<file path="src/rtl/assert_macros.svh">
// Assertion macros shared by the RTL. They expand to nothing in synthesis.
`ifndef ASSERT_MACROS_SVH
`define ASSERT_MACROS_SVH

`ifndef SYNTHESIS

// The condition holds at every clock edge outside reset.
`define ASSERT_ALWAYS(lbl, clk, rstn, cond) \
  lbl: assert property (@(posedge clk) disable iff (!(rstn)) (cond)) \
    else $error("assertion failed");

// When pre holds, post holds in the same cycle.
`define ASSERT_IMPLIES(lbl, clk, rstn, pre, post) \
  lbl: assert property (@(posedge clk) disable iff (!(rstn)) (pre) |-> (post)) \
    else $error("assertion failed");

// When pre holds, post holds in the next cycle.
`define ASSERT_NEXT(lbl, clk, rstn, pre, post) \
  lbl: assert property (@(posedge clk) disable iff (!(rstn)) (pre) |=> (post)) \
    else $error("assertion failed");

`else

`define ASSERT_ALWAYS(lbl, clk, rstn, cond)
`define ASSERT_IMPLIES(lbl, clk, rstn, pre, post)
`define ASSERT_NEXT(lbl, clk, rstn, pre, post)

`endif

`endif

</file>
<file path="src/rtl/odo_pkg.sv">
`timescale 1ns / 1ps

package odo_pkg;

  // Pose and gain widths fixed by the register map.
  localparam int POS_W   = 48;
  localparam int GAIN_W  = 24;
  localparam int HEAD_W  = 32;
  localparam int OUT_W   = 2 * POS_W + HEAD_W;

  // Configuration port.
  localparam int CFG_DW  = 64;
  localparam int CFG_AW  = 6;

  localparam logic [2:0] REG_DISTANCE_GAIN = 3'd0;
  localparam logic [2:0] REG_HEADING_GAIN  = 3'd1;
  localparam logic [2:0] REG_START_X       = 3'd2;
  localparam logic [2:0] REG_START_Y       = 3'd3;
  localparam logic [2:0] REG_START_HEADING = 3'd4;

  // CORDIC rotation engine.
  localparam int CW           = 34;
  localparam int CORDIC_ITERS = 28;
  localparam int ITER_W       = 5;
  localparam logic [31:0] CORDIC_K = 32'd652032874;

  // Bit-serial multiplier: one bit of the sine or cosine magnitude per cycle.
  localparam int MUL_BITS = 32;
  localparam int MUL_CNT_W = 5;

  typedef enum logic [1:0] {
    QUAD_I   = 2'd0,
    QUAD_II  = 2'd1,
    QUAD_III = 2'd2,
    QUAD_IV  = 2'd3
  } odo_quad_t;

  // Arctangent of 2^-i in binary-angle units where 2^32 is a full turn.
  function automatic logic [31:0] atan_entry(input logic [ITER_W-1:0] idx);
    logic [31:0] v;
    unique case (idx)
      5'd0:  v = 32'd536870912;
      5'd1:  v = 32'd316933406;
      5'd2:  v = 32'd167458907;
      5'd3:  v = 32'd85004756;
      5'd4:  v = 32'd42667331;
      5'd5:  v = 32'd21354465;
      5'd6:  v = 32'd10679838;
      5'd7:  v = 32'd5340245;
      5'd8:  v = 32'd2670163;
      5'd9:  v = 32'd1335087;
      5'd10: v = 32'd667544;
      5'd11: v = 32'd333772;
      5'd12: v = 32'd166886;
      5'd13: v = 32'd83443;
      5'd14: v = 32'd41722;
      5'd15: v = 32'd20861;
      5'd16: v = 32'd10430;
      5'd17: v = 32'd5215;
      5'd18: v = 32'd2608;
      5'd19: v = 32'd1304;
      5'd20: v = 32'd652;
      5'd21: v = 32'd326;
      5'd22: v = 32'd163;
      5'd23: v = 32'd81;
      5'd24: v = 32'd41;
      5'd25: v = 32'd20;
      5'd26: v = 32'd10;
      5'd27: v = 32'd5;
      default: v = 32'd0;
    endcase
    return v;
  endfunction

endpackage

</file>
<file path="src/rtl/odo_cordic.sv">
`timescale 1ns / 1ps

// Iterative rotation-mode CORDIC, one micro-rotation per cycle.
module odo_cordic import odo_pkg::*; (
  input  logic                 clk,
  input  logic                 rst_n,
  input  logic                 start_i,
  input  logic [31:0]          ang_i,
  output logic signed [CW-1:0] cos_o,
  output logic signed [CW-1:0] sin_o,
  output logic                 done_o
);

  logic                  busy_r, busy_nxt;
  logic                  done_r, done_nxt;
  logic [ITER_W-1:0]     iter_r, iter_nxt;
  logic signed [CW-1:0]  x_r, x_nxt;
  logic signed [CW-1:0]  y_r, y_nxt;
  logic signed [CW-1:0]  z_r, z_nxt;
  odo_quad_t             quad_r, quad_nxt;

  logic signed [CW-1:0]  xs, ys, at;

  always_comb begin
    busy_nxt = busy_r;
    done_nxt = 1'b0;
    iter_nxt = iter_r;
    x_nxt    = x_r;
    y_nxt    = y_r;
    z_nxt    = z_r;
    quad_nxt = quad_r;
    xs = x_r >>> iter_r;
    ys = y_r >>> iter_r;
    at = CW'(atan_entry(iter_r));
    if (start_i) begin
      busy_nxt = 1'b1;
      iter_nxt = '0;
      x_nxt    = CW'(CORDIC_K);
      y_nxt    = '0;
      z_nxt    = CW'(ang_i[29:0]);
      quad_nxt = odo_quad_t'(ang_i[31:30]);
    end else if (busy_r) begin
      if (!z_r[CW-1]) begin
        x_nxt = x_r - ys;
        y_nxt = y_r + xs;
        z_nxt = z_r - at;
      end else begin
        x_nxt = x_r + ys;
        y_nxt = y_r - xs;
        z_nxt = z_r + at;
      end
      iter_nxt = iter_r + 1'b1;
      if (iter_r == ITER_W'(CORDIC_ITERS - 1)) begin
        busy_nxt = 1'b0;
        done_nxt = 1'b1;
      end
    end
  end

  always_ff @(posedge clk) begin
    if (!rst_n) begin
      busy_r <= 1'b0;
      done_r <= 1'b0;
      iter_r <= '0;
    end else begin
      busy_r <= busy_nxt;
      done_r <= done_nxt;
      iter_r <= iter_nxt;
    end
  end

  always_ff @(posedge clk) begin
    x_r    <= x_nxt;
    y_r    <= y_nxt;
    z_r    <= z_nxt;
    quad_r <= quad_nxt;
  end

  // Fold the first-quadrant result back to the full circle.
  always_comb begin
    unique case (quad_r)
      QUAD_I: begin
        cos_o = x_r;
        sin_o = y_r;
      end
      QUAD_II: begin
        cos_o = -y_r;
        sin_o = x_r;
      end
      QUAD_III: begin
        cos_o = -x_r;
        sin_o = -y_r;
      end
      default: begin
        cos_o = y_r;
        sin_o = -x_r;
      end
    endcase
  end

  assign done_o = done_r;

endmodule

</file>
<file path="src/rtl/odo_sermul.sv">
`timescale 1ns / 1ps

// Bit-serial shift-add multiplier giving t * c / 2^31 truncated toward zero.
module odo_sermul import odo_pkg::*; #(
  parameter int T_W = 42
) (
  input  logic                 clk,
  input  logic                 rst_n,
  input  logic                 start_i,
  input  logic signed [T_W-1:0] t_i,
  input  logic signed [CW-1:0]  c_i,
  output logic signed [T_W:0]   d_o,
  output logic                  done_o
);

  localparam int P_W = T_W + MUL_BITS + 1;

  logic                 busy_r, busy_nxt;
  logic                 done_r, done_nxt;
  logic [MUL_CNT_W-1:0] cnt_r, cnt_nxt;
  logic [T_W-1:0]       ut_r, ut_nxt;
  logic [P_W-1:0]       p_r, p_nxt;
  logic                 neg_r, neg_nxt;

  logic [T_W-1:0]       t_mag;
  logic [CW-1:0]        c_mag;
  logic [T_W:0]         acc;
  logic [T_W:0]         quo;

  always_comb begin
    busy_nxt = busy_r;
    done_nxt = 1'b0;
    cnt_nxt  = cnt_r;
    ut_nxt   = ut_r;
    p_nxt    = p_r;
    neg_nxt  = neg_r;
    t_mag = t_i[T_W-1] ? T_W'(-t_i) : T_W'(t_i);
    c_mag = c_i[CW-1] ? CW'(-c_i) : CW'(c_i);
    acc = p_r[P_W-2:MUL_BITS] + (p_r[0] ? {1'b0, ut_r} : '0);
    if (start_i) begin
      busy_nxt = 1'b1;
      cnt_nxt  = '0;
      ut_nxt   = t_mag;
      neg_nxt  = t_i[T_W-1] ^ c_i[CW-1];
      p_nxt    = {{(T_W + 1){1'b0}}, c_mag[MUL_BITS-1:0]};
    end else if (busy_r) begin
      p_nxt   = {1'b0, acc, p_r[MUL_BITS-1:1]};
      cnt_nxt = cnt_r + 1'b1;
      if (cnt_r == MUL_CNT_W'(MUL_BITS - 1)) begin
        busy_nxt = 1'b0;
        done_nxt = 1'b1;
      end
    end
  end

  always_ff @(posedge clk) begin
    if (!rst_n) begin
      busy_r <= 1'b0;
      done_r <= 1'b0;
      cnt_r  <= '0;
    end else begin
      busy_r <= busy_nxt;
      done_r <= done_nxt;
      cnt_r  <= cnt_nxt;
    end
  end

  always_ff @(posedge clk) begin
    ut_r  <= ut_nxt;
    p_r   <= p_nxt;
    neg_r <= neg_nxt;
  end

  // Product bits from 2^31 upwards; the quotient stays below 2^T_W.
  assign quo    = p_r[P_W-2:MUL_BITS-1];
  assign d_o    = neg_r ? -$signed(quo) : $signed(quo);
  assign done_o = done_r;

endmodule

</file>
<file path="src/rtl/differential_drive_odometry.sv">
// An accepted input beat runs 28 CORDIC iterations, then 32 bit-serial multiply steps
// in both multipliers, then the pose update that raises out_tvalid. Only one update is in
// flight at a time: in_tready is high only while the controller is idle.
// A finished result waits in the output register while the next input beat is taken;
// the pose only moves on once that register is free, so a slow receiver stretches the cycle.
// Reset is synchronous on rst_n: gains, start registers and the pose all return to zero.
`timescale 1ns / 1ps
`include "assert_macros.svh"

module differential_drive_odometry import odo_pkg::*; #(
  parameter int COUNT_BITS = 16,
  parameter int ANGLE_BITS = 32
) (
  input  logic                 clk,
  input  logic                 rst_n,
  // Input beat.
  input  logic                 in_tvalid,
  output logic                 in_tready,
  // tdata: left_count, right_count (COUNT_BITS each, signed), zero padded to bytes.
  input  logic [((2 * COUNT_BITS + 7) / 8) * 8 - 1:0] in_tdata,
  // Result beat.
  output logic                 out_tvalid,
  input  logic                 out_tready,
  // tdata: x_position (48, signed), y_position (48, signed), heading (32).
  output logic [OUT_W-1:0]     out_tdata,
  // Register port.
  input  logic                 cfg_psel,
  input  logic                 cfg_penable,
  input  logic                 cfg_pwrite,
  input  logic [CFG_AW-1:0]    cfg_paddr,
  input  logic [CFG_DW-1:0]    cfg_pwdata,
  output logic [CFG_DW-1:0]    cfg_prdata,
  output logic                 cfg_pready
);

  // Twice the centre travel is (left - right) * distance_gain.
  localparam int T_W     = COUNT_BITS + 26;
  localparam int D_W     = T_W + 1;
  localparam int SUM_W   = ((D_W > POS_W) ? D_W : POS_W) + 1;
  localparam int A_SHIFT = 32 - ANGLE_BITS;

  localparam logic signed [SUM_W-1:0] SAT_HI =
    {{(SUM_W - POS_W + 1){1'b0}}, {(POS_W - 1){1'b1}}};
  localparam logic signed [SUM_W-1:0] SAT_LO =
    {{(SUM_W - POS_W + 1){1'b1}}, {(POS_W - 1){1'b0}}};

  typedef enum logic [3:0] {
    ST_IDLE = 4'b0001,
    ST_ROT  = 4'b0010,
    ST_MUL  = 4'b0100,
    ST_UPD  = 4'b1000
  } odo_state_t;

  odo_state_t state_r, state_nxt;

  // Configuration registers.
  logic [GAIN_W-1:0]       dist_gain_r;
  logic [GAIN_W-1:0]       head_gain_r;
  logic signed [POS_W-1:0] start_x_r;
  logic signed [POS_W-1:0] start_y_r;
  logic [HEAD_W-1:0]       start_head_r;

  // Pose.
  logic signed [POS_W-1:0] pos_x_r, pos_x_nxt;
  logic signed [POS_W-1:0] pos_y_r, pos_y_nxt;
  logic [ANGLE_BITS-1:0]   angle_r, angle_nxt;

  // Per-update operands captured at the input beat.
  logic signed [T_W-1:0]   t2_r;
  logic [ANGLE_BITS-1:0]   dang_r;

  logic                    out_tvalid_r, out_tvalid_nxt;
  logic [OUT_W-1:0]        out_tdata_r;

  logic                    cfg_wr;
  logic [2:0]              cfg_idx;
  logic                    in_acc;
  logic                    upd_go;

  logic signed [COUNT_BITS-1:0] left_cnt, right_cnt;
  logic signed [COUNT_BITS:0]   cnt_diff, cnt_sum;
  logic signed [T_W-1:0]        t2_full;
  logic signed [T_W-1:0]        dang_full;

  logic signed [CW-1:0]    cos_v, sin_v;
  logic                    rot_done;
  logic signed [D_W-1:0]   dx, dy;
  logic                    mul_done_x, mul_done_y;
  logic signed [SUM_W-1:0] sum_x, sum_y;
  logic [31:0]             ang32;

  assign cfg_wr     = cfg_psel & cfg_penable & cfg_pwrite & cfg_pready;
  assign cfg_idx    = cfg_paddr[5:3];
  assign cfg_pready = 1'b1;

  assign in_tready  = (state_r == ST_IDLE);
  assign in_acc     = in_tvalid & in_tready;

  // The pose may move on only when the output register is free or being emptied.
  assign upd_go = (state_r == ST_UPD) && (!out_tvalid_r || out_tready);

  // The heading held before the update drives the rotation.
  assign ang32 = 32'(angle_r) << A_SHIFT;

  always_comb begin
    left_cnt  = in_tdata[COUNT_BITS-1:0];
    right_cnt = in_tdata[2*COUNT_BITS-1:COUNT_BITS];
    cnt_diff  = (COUNT_BITS + 1)'(left_cnt) - (COUNT_BITS + 1)'(right_cnt);
    cnt_sum   = (COUNT_BITS + 1)'(left_cnt) + (COUNT_BITS + 1)'(right_cnt);
    t2_full   = cnt_diff * $signed({1'b0, dist_gain_r});
    dang_full = cnt_sum * $signed({1'b0, head_gain_r});
  end

  always_comb begin
    state_nxt = state_r;
    unique case (state_r)
      ST_IDLE: if (in_acc) state_nxt = ST_ROT;
      ST_ROT:  if (rot_done) state_nxt = ST_MUL;
      ST_MUL:  if (mul_done_x) state_nxt = ST_UPD;
      ST_UPD:  if (upd_go) state_nxt = ST_IDLE;
      default: state_nxt = ST_IDLE;
    endcase
  end

  odo_cordic u_cordic (
    .clk     (clk),
    .rst_n   (rst_n),
    .start_i (in_acc),
    .ang_i   (ang32),
    .cos_o   (cos_v),
    .sin_o   (sin_v),
    .done_o  (rot_done)
  );

  odo_sermul #(.T_W(T_W)) u_mul_x (
    .clk     (clk),
    .rst_n   (rst_n),
    .start_i (rot_done),
    .t_i     (t2_r),
    .c_i     (cos_v),
    .d_o     (dx),
    .done_o  (mul_done_x)
  );

  odo_sermul #(.T_W(T_W)) u_mul_y (
    .clk     (clk),
    .rst_n   (rst_n),
    .start_i (rot_done),
    .t_i     (t2_r),
    .c_i     (sin_v),
    .d_o     (dy),
    .done_o  (mul_done_y)
  );

  // Saturating position update and wrapping heading update.
  always_comb begin
    sum_x = SUM_W'(pos_x_r) + SUM_W'(dx);
    sum_y = SUM_W'(pos_y_r) + SUM_W'(dy);
    pos_x_nxt = pos_x_r;
    pos_y_nxt = pos_y_r;
    angle_nxt = angle_r;
    out_tvalid_nxt = out_tvalid_r;
    if (out_tvalid_r && out_tready) begin
      out_tvalid_nxt = 1'b0;
    end
    if (upd_go) begin
      priority if (sum_x > SAT_HI) begin
        pos_x_nxt = SAT_HI[POS_W-1:0];
      end else if (sum_x < SAT_LO) begin
        pos_x_nxt = SAT_LO[POS_W-1:0];
      end else begin
        pos_x_nxt = sum_x[POS_W-1:0];
      end
      priority if (sum_y > SAT_HI) begin
        pos_y_nxt = SAT_HI[POS_W-1:0];
      end else if (sum_y < SAT_LO) begin
        pos_y_nxt = SAT_LO[POS_W-1:0];
      end else begin
        pos_y_nxt = sum_y[POS_W-1:0];
      end
      angle_nxt = angle_r + dang_r;
      out_tvalid_nxt = 1'b1;
    end
    // Writing a start register presets the matching part of the pose.
    if (cfg_wr) begin
      unique case (cfg_idx)
        REG_START_X:       pos_x_nxt = cfg_pwdata[POS_W-1:0];
        REG_START_Y:       pos_y_nxt = cfg_pwdata[POS_W-1:0];
        REG_START_HEADING: angle_nxt = cfg_pwdata[ANGLE_BITS-1:0];
        default: ;
      endcase
    end
  end

  always_ff @(posedge clk) begin
    if (!rst_n) begin
      state_r      <= ST_IDLE;
      out_tvalid_r <= 1'b0;
      dist_gain_r  <= '0;
      head_gain_r  <= '0;
      start_x_r    <= '0;
      start_y_r    <= '0;
      start_head_r <= '0;
      pos_x_r      <= '0;
      pos_y_r      <= '0;
      angle_r      <= '0;
    end else begin
      state_r      <= state_nxt;
      out_tvalid_r <= out_tvalid_nxt;
      pos_x_r      <= pos_x_nxt;
      pos_y_r      <= pos_y_nxt;
      angle_r      <= angle_nxt;
      if (cfg_wr) begin
        unique case (cfg_idx)
          REG_DISTANCE_GAIN: dist_gain_r  <= cfg_pwdata[GAIN_W-1:0];
          REG_HEADING_GAIN:  head_gain_r  <= cfg_pwdata[GAIN_W-1:0];
          REG_START_X:       start_x_r    <= cfg_pwdata[POS_W-1:0];
          REG_START_Y:       start_y_r    <= cfg_pwdata[POS_W-1:0];
          REG_START_HEADING: start_head_r <= cfg_pwdata[HEAD_W-1:0];
          default: ;
        endcase
      end
    end
  end

  // Operand and result payload registers.
  always_ff @(posedge clk) begin
    if (in_acc) begin
      t2_r   <= t2_full;
      dang_r <= dang_full[ANGLE_BITS-1:0];
    end
    if (upd_go) begin
      out_tdata_r <= {32'(angle_nxt), pos_y_nxt, pos_x_nxt};
    end
  end

  always_comb begin
    unique case (cfg_idx)
      REG_DISTANCE_GAIN: cfg_prdata = CFG_DW'(dist_gain_r);
      REG_HEADING_GAIN:  cfg_prdata = CFG_DW'(head_gain_r);
      REG_START_X:       cfg_prdata = CFG_DW'(start_x_r);
      REG_START_Y:       cfg_prdata = CFG_DW'(start_y_r);
      REG_START_HEADING: cfg_prdata = CFG_DW'(start_head_r);
      default:           cfg_prdata = '0;
    endcase
  end

  assign out_tvalid = out_tvalid_r;
  assign out_tdata  = out_tdata_r;

  // An accepted beat always starts the rotation on the next cycle.
  `ASSERT_NEXT(a_acc_to_rot, clk, rst_n, in_acc, state_r == ST_ROT)
  // The rotation only finishes while the controller waits for it.
  `ASSERT_IMPLIES(a_rot_done_state, clk, rst_n, rot_done, state_r == ST_ROT)
  // Both multipliers run in lock-step.
  `ASSERT_ALWAYS(a_mul_lockstep, clk, rst_n, mul_done_x == mul_done_y)
  // A completed update leaves a result waiting and the controller idle.
  `ASSERT_NEXT(a_upd_result, clk, rst_n, upd_go, out_tvalid_r && state_r == ST_IDLE)

endmodule

</file>
<file path="config.mk">
export PLATFORM = sky130hd
export DESIGN_NAME = differential_drive_odometry
export DESIGN_NICKNAME = d
export VERILOG_FILES = /design/src/rtl/odo_pkg.sv /design/src/rtl/odo_cordic.sv /design/src/rtl/odo_sermul.sv /design/src/rtl/differential_drive_odometry.sv
export VERILOG_INCLUDE_DIRS = /design/src /design/src/rtl
export SDC_FILE = /design/constraint.sdc
export NUM_CORES = 2
export LEC_CHECK = 0
export ABC_CLOCK_PERIOD_IN_PS = 9900
export BUFFER_PORTS_ARGS = -buffer_cell sky130_fd_sc_hd__buf_4
export CORE_AREA = 4 4 429 431
export DETAILED_ROUTE_END_ITERATION = 6
export DIE_AREA = 0 0 433 435
export GPL_TIMING_DRIVEN = 0
export MAX_ROUTING_LAYER = met4
export PLACE_DENSITY = 0.79
export SETUP_SLACK_MARGIN = 0.3
export SLEW_MARGIN = 30
export SYNTH_ARGS = -nofsm -noshare
export SYNTH_HDL_FRONTEND = slang
export SYNTH_SLANG_ARGS = --single-unit
</file>
<file path="constraint.sdc">
create_clock -name clk -period 9.9 [get_ports clk]
set_input_delay 1.98 -clock clk [delete_from_list [all_inputs] [get_ports clk]]
set_output_delay 1.98 -clock clk [all_outputs]
set_load 0.005 [all_outputs]
</file>
## Word-level counts from Yosys, hierarchy flattened

Memories as Yosys holds them, arrays and structs flattened. A register that Yosys moved wholly into a read port is not among the register bits.
Cells that the tools add are included.

| storage, ports and cells | value |
|---|---|
| memories | 1 |
| output and inout port bits | 195 |
| input port bits | 109 |
| word-level logic and storage cells | 163 |
| bits in read-only memories | 960 |
| register bits | 827 |

| cells by class | value |
|---|---|
| reductions and logical operators | 20 |
| $lt $le $gt $ge | 4 |
| $add $sub $neg | 23 |
| multiply operators | 2 |
| bitwise gates (word level) | 8 |
| shifts and indexed selects | 2 |
| mux-type cells | 52 |
| equality and inequality tests | 17 |

Memories:

| name | words | width | rd ports | clocked after memory_dff | wr ports | RTL line | text |
|---|---|---|---|---|---|---|---|
| (no name shown) | 32 | 30 | 1 | 1 | 0 | odo_pkg.sv:41 | `unique case (idx)` |

Operators with widths:

| cell | number |
|---|---|
| two-way mux 48 bit | 10 |
| one-hot mux 64 bit (5 select lines) | 1 |
| two-way mux 32 bit | 9 |
| one-hot mux 34 bit (3 select lines) | 2 |
| two-way mux 34 bit | 3 |
| adder 48 x 43 -> 49 bit | 2 |
| greater-than comparator 49 x 48 -> 1 bit, second input constant | 2 |
| less-than comparator 49 x 48 -> 1 bit, second input constant | 2 |
| adder 42 x 42 -> 43 bit | 2 |
| two-way mux 43 bit | 2 |
| negation 43 bit | 2 |
| two-way mux 42 bit | 2 |
| adder 34 bit | 2 |
| negation 34 bit | 2 |
| >>> shifter 34 x 5 -> 34 bit | 2 |
| subtractor 34 bit | 2 |
| negation 32 bit | 2 |
| two-way mux 30 bit | 2 |
| multiplier 17 x 25 -> 42 bit | 1 |
| negation 42 bit | 1 |
| two-way mux 41 bit | 1 |
| adder 34 x 33 -> 34 bit | 1 |
| subtractor 34 x 33 -> 34 bit | 1 |
| adder 32 bit | 1 |
| other kinds (33) | 71 |

## Depth between registers and ports, before layout

| logic depth | value |
|---|---|
| depth in word-level cells | 9 |
| gate-level depth with buffers | 37 |

## Modules after synthesis

Synthesis repeated with hierarchy kept, for this count alone.

| unflattened totals | value |
|---|---|
| cell total of the unflattened synthesis | 10702 |
| area total of the unflattened synthesis | 91255.0 sq um |

Modules (own cells, without submodules):

| module | cells an instance | times used | seq. area each (sq um) | area each (sq um) |
|---|---|---|---|---|
| differential_drive_odometry | 6007 | 1 | 12251.8 | 52590.4 |
| odo_cordic | 2557 | 1 | 3143.0 | 20024.2 |
| odo_sermul (u_mul_y) | 1072 | 1 | 3233.1 | 9354.0 |
| odo_sermul (u_mul_x) | 1066 | 1 | 3233.1 | 9286.4 |

## Worst setup path before layout

OpenSTA, ideal clock, no wires.

| timing | value |
|---|---|
| kind | input port to flip-flop |
| from | input port in_tdata[17] |
| to | register t2_r[39] (data pin) |
| slack | -0.574 ns |
| required time | 9.641 ns |
| library setup time | 0.259 ns |
| cell stages on the path | 33 |
| data arrival time | 10.215 ns |
| cell sequence | inv_1 > ha_1 > nor2b_1 > o21ai_0 > a21boi_0 > o21ai_0 > a21boi_0 > o21ai_0 > a21o_1 > a31oi_1 > a41oi_1 > clkbuf_1 > mux2i_1 > a2111oi_0 > fa_1 > fa_1 > inv_1 > fa_1 > fa_1 > fa_1 > inv_1 > fa_1 > inv_1 > ha_1 > or2_2 > a211oi_1 > o2111ai_1 > a41oi_1 > o21ai_0 > a211o_1 > a31oi_1 > o21ai_0 > xnor2_1 |

| on the way | value |
|---|---|
| word-level cells in the longest chain between the ends | 2 |

RTL lines:

| element | RTL line | text |
|---|---|---|
| start: declaration | differential_drive_odometry.sv:20 | `input logic [((2 * COUNT_BITS + 7) / 8) * 8 - 1:0] in_tdata,` |
| subtractor 16 x 16 -> 17 bit | differential_drive_odometry.sv:108 | `cnt_diff = (COUNT_BITS + 1)'(left_cnt) - (COUNT_BITS + 1)'(right_cnt);` |
| multiplier 17 x 25 -> 42 bit | differential_drive_odometry.sv:110 | `t2_full = cnt_diff * $signed({1'b0, dist_gain_r});` |
| via t2_full[39] | differential_drive_odometry.sv:82 | `logic signed [T_W-1:0] t2_full;` |
| end signal: assignment | differential_drive_odometry.sv:229 | `t2_r <= t2_full;` |
| end: declaration | differential_drive_odometry.sv:69 | `logic signed [T_W-1:0] t2_r;` |

The timed path passes the listed nets, and every way through them passes these cells.
A chain may end at the register's enable or synchronous reset.

## Final worst setup path

| timing | value |
|---|---|
| from | input port in_tdata[0] |
| to | register t2_r[38] (data pin) |

The elaborated chain is that of the path after synthesis.

==> metrics <==
status finished clean; RSZ-0062 raised after global routing true; register bit count reported by yosys 857; DR pass1 iterations 7; Vias/cell 6.36; crit-path max cell delay 0.61 ns; worst-margin pin slew 1.16 ns; CTS Buf Count 95; fin area 0.101 sq mm; die height 435 um; fin util 56.1%; Pleak 0.0433 uW; post-detail-place hpwl 294 mm; crit path max-delay cell type fa_2; slew margin rel. 22.5%; highest clock rate 0.102 GHz; core outline area 0.180 sq mm; largest net degree at the start of global routing 52; hold slack final 0.458 ns; vias in the first global route 82,100; Hold WC Path Type reg2reg; Min-Delay Startpoint start_y_r[33]; Slew Limit Fails 0; first-pass GRT wire length 533 mm; number of cells produced by synthesis 10,600; routed vias 85,900; Yosys warning count 0; TritonCTS Sinks 857; fraction of layout cells with a size suffix above 1 10.2%; IO Port Bufs 282; Clock Skew 0.0903 ns; register area share after synthesis 23.0%; CTS Buffer Depth 3; DRC Markers 0; Post-synth EDFFs 342; Final min period 9.79 ns; Starting Density 49.7%; FP Rows 156; Avg Inst Size Synth 8.49 sq um; async set-reset flop share out of synthesis 0%; worst-skew pair later-pin latency 0.78 ns; synth top area cells fa_1, dfxtp_1, edfxtp_1; Clk pin slew, worst setup/hold paths 0.06 ns; Critical Path RT 10.31 ns; crit path kind in2reg; CP Max Fanout 8; setup violators final 0; post-route ant nets 0; Top cell by count, worst path fa_1; Hold Vio Cnt, Final 0; Nets 12,400; area growth from synthesis to layout 12.9%; max-cap violation count 0; H-Tree Depth 3; CP endpoint kind register; CP arrival 10.20 ns; Reg2Reg Launch Point u_cordic.iter_r[3]; Die Width 433 um; synth cell count leaders nand2_1, inv_1, a21oi_1, nor2_1, fa_1; GPL Wtd Cong 1.08; Routed WL 369 mm; Synth top area share 14.2%; Mapped Nets 11,900; initial antenna violation count 25; num ports 304; dominant cell type by area after synthesis fa_1; period utilisation layout 98.9%; Critical Path Start Type primary input; routed wire length per instance 27.3 um; CTS Root Buffer Type clkbuf_16; Placed Area 0.0950 sq mm; Crit path max-delay family adder cells; CTS tree done; die area 0.188 sq mm; CTS Hold Bufs 0; CP startpoint in_tdata[0]; count leader, synth nand2_1; buffers and inverters on the worst path 7; Overall Global Routing Usage 38.8%; Cell variety after synth 104; Synth Flop Type dfxtp_1; Max VDD drop 0.198 mV; drt initial violations 11,100; Power per Cell Area 183 mW/mm^2; Synth Cell Area 0.0896 sq mm; total grt overflow 0
-- report_power, final --
group          internal (uW)  leakage, uW  switching (uW)
Sequential              4050      0.00713             405
Combinational           3720       0.0344            6230
Clock                   2390      0.00174            1700
Total                  10200       0.0433            8340
-- cells by family after synthesis --
logic type,count (synthesis),share of synthesized area [%]
adders and majority gates,1242,22.7
AOI/OAI and AO/OA,2443,17.5
buffers and inverters,1628,7.01
DFF,857,23.0
xor gates and xnor gates,715,7.03
and+or+nand+nor,3312,17.4
muxes,355,5.40
other,1,0.00419
-- cell usage in the layout (no fill, tap or decap), drive strengths merged, types with 140 or more instances in the layout --
cell    count
mux2i     187
buf       509
nor2b     210
o21ai     478
edfxtp    342
clkbuf    662
a21o      210
nor2      672
xor2      225
ha        603
inv       970
a21oi     786
nand2    1336
xnor2     488
nand3     166
nor3      140
fa        635
dfxtp     515
and2      325
-- worst reg2reg max path, stage by stage (launching register included) --
cell and delay (ns):
dfxtp_1 0.50, buf_2 0.31, buf_1 0.71, buf_1 0.76, nor2_1 0.11, a221o_1 0.35
a21oi_1 0.41, nand2_1 0.10, nor3_1 0.63, nor2b_1 0.46, a21oi_1 0.15, xnor2_1 0.55
ha_1 0.41, and3_1 0.24, a31oi_1 0.17, o21ai_0 0.13, or3_1 0.33, o21ba_2 0.25
o41ai_1 0.54, o311ai_0 0.33, a41o_1 0.33, xor2_1 0.22, or3_1 0.35, a21oi_1 0.15
-- worst paths after layout --
check | endpoint | slack, ns | cells after the start
max | t2_r[38] | 0.11 | 35
max reg2reg | u_cordic.y_r[33] | 1.34 | 23
min | start_y_r[33] | 0.46 | 2
min reg2reg | start_y_r[33] | 0.46 | 2
-- registers in the layout, indices dropped and copies added (netlist names), 2 cells and up --
register / flops
u_mul_y.cnt_r: 5
u_mul_x.ut_r: 42
u_cordic.iter_r: 5
u_cordic.z_r: 34
ang32: 32
start_head_r: 32
head_gain_r: 24
dist_gain_r: 24
start_y_r: 48
pos_x_r: 48
u_cordic.y_r: 34
start_x_r: 48
u_cordic.quad_r: 2
dang_r: 32
u_cordic.x_r: 34
u_mul_y.p_r: 74
state_r: 4
u_cordic.at: 30
t2_r: 42
u_mul_x.cnt_r: 5
out_tdata: 128
pos_y_r: 48
u_mul_x.p_r: 74
-- layer usage --
layer / track usage [%] / part of all wire, % / routed length (um) / vias up
met4: 22.3 / 7.3 / 26900 / 0
met1: 51.0 / 40 / 146000 / 42000
met2: 55.7 / 42 / 156000 / 5423
met5: - / 0 / 0 / -
li1: - / - / - / 37300
met3: 7.77 / 11 / 40700 / 1195
-- through the flow --
| step | TNS [ns] | worst slack (ns) | instances | power (uW) |
|---|---|---|---|---|
| final | 0 | 0.109 | 13500 | 18500 |
| after global routing | -0.0863 | -0.0593 | 13500 | 19300 |
| after CTS | 0 | 0.280 | 13400 | 18000 |
| after detailed placement | -55.31 | -2.19 | 13200 | 13800 |
| after global placement | -91.28 | -2.76 | 13200 | 13500 |
| after floorplan | 0 | 0.300 | 10600 | 11000 |
-- final cells by class --
type | count | area (sq um)
antenna | 21 | 52.6
buffer | 660 | 2910
clock buffer | 125 | 2720
clock inverter | 55 | 877
fill | 16200 | 79100
inverter | 968 | 3640
multi-input combinational | 8068 | 64200
sequential | 857 | 20600
tap | 2370 | 2970
timing repair buffer | 387 | 3090
-- timing repair --
item                       4_1_cts  5_1_grt
gates cloned                     0        0
pin swaps                       62      110
setup endpoints to repair       37       28
resized for setup              180      215
buffers inserted                47       49
Note: power is estimated with default switching activity, not from simulation.
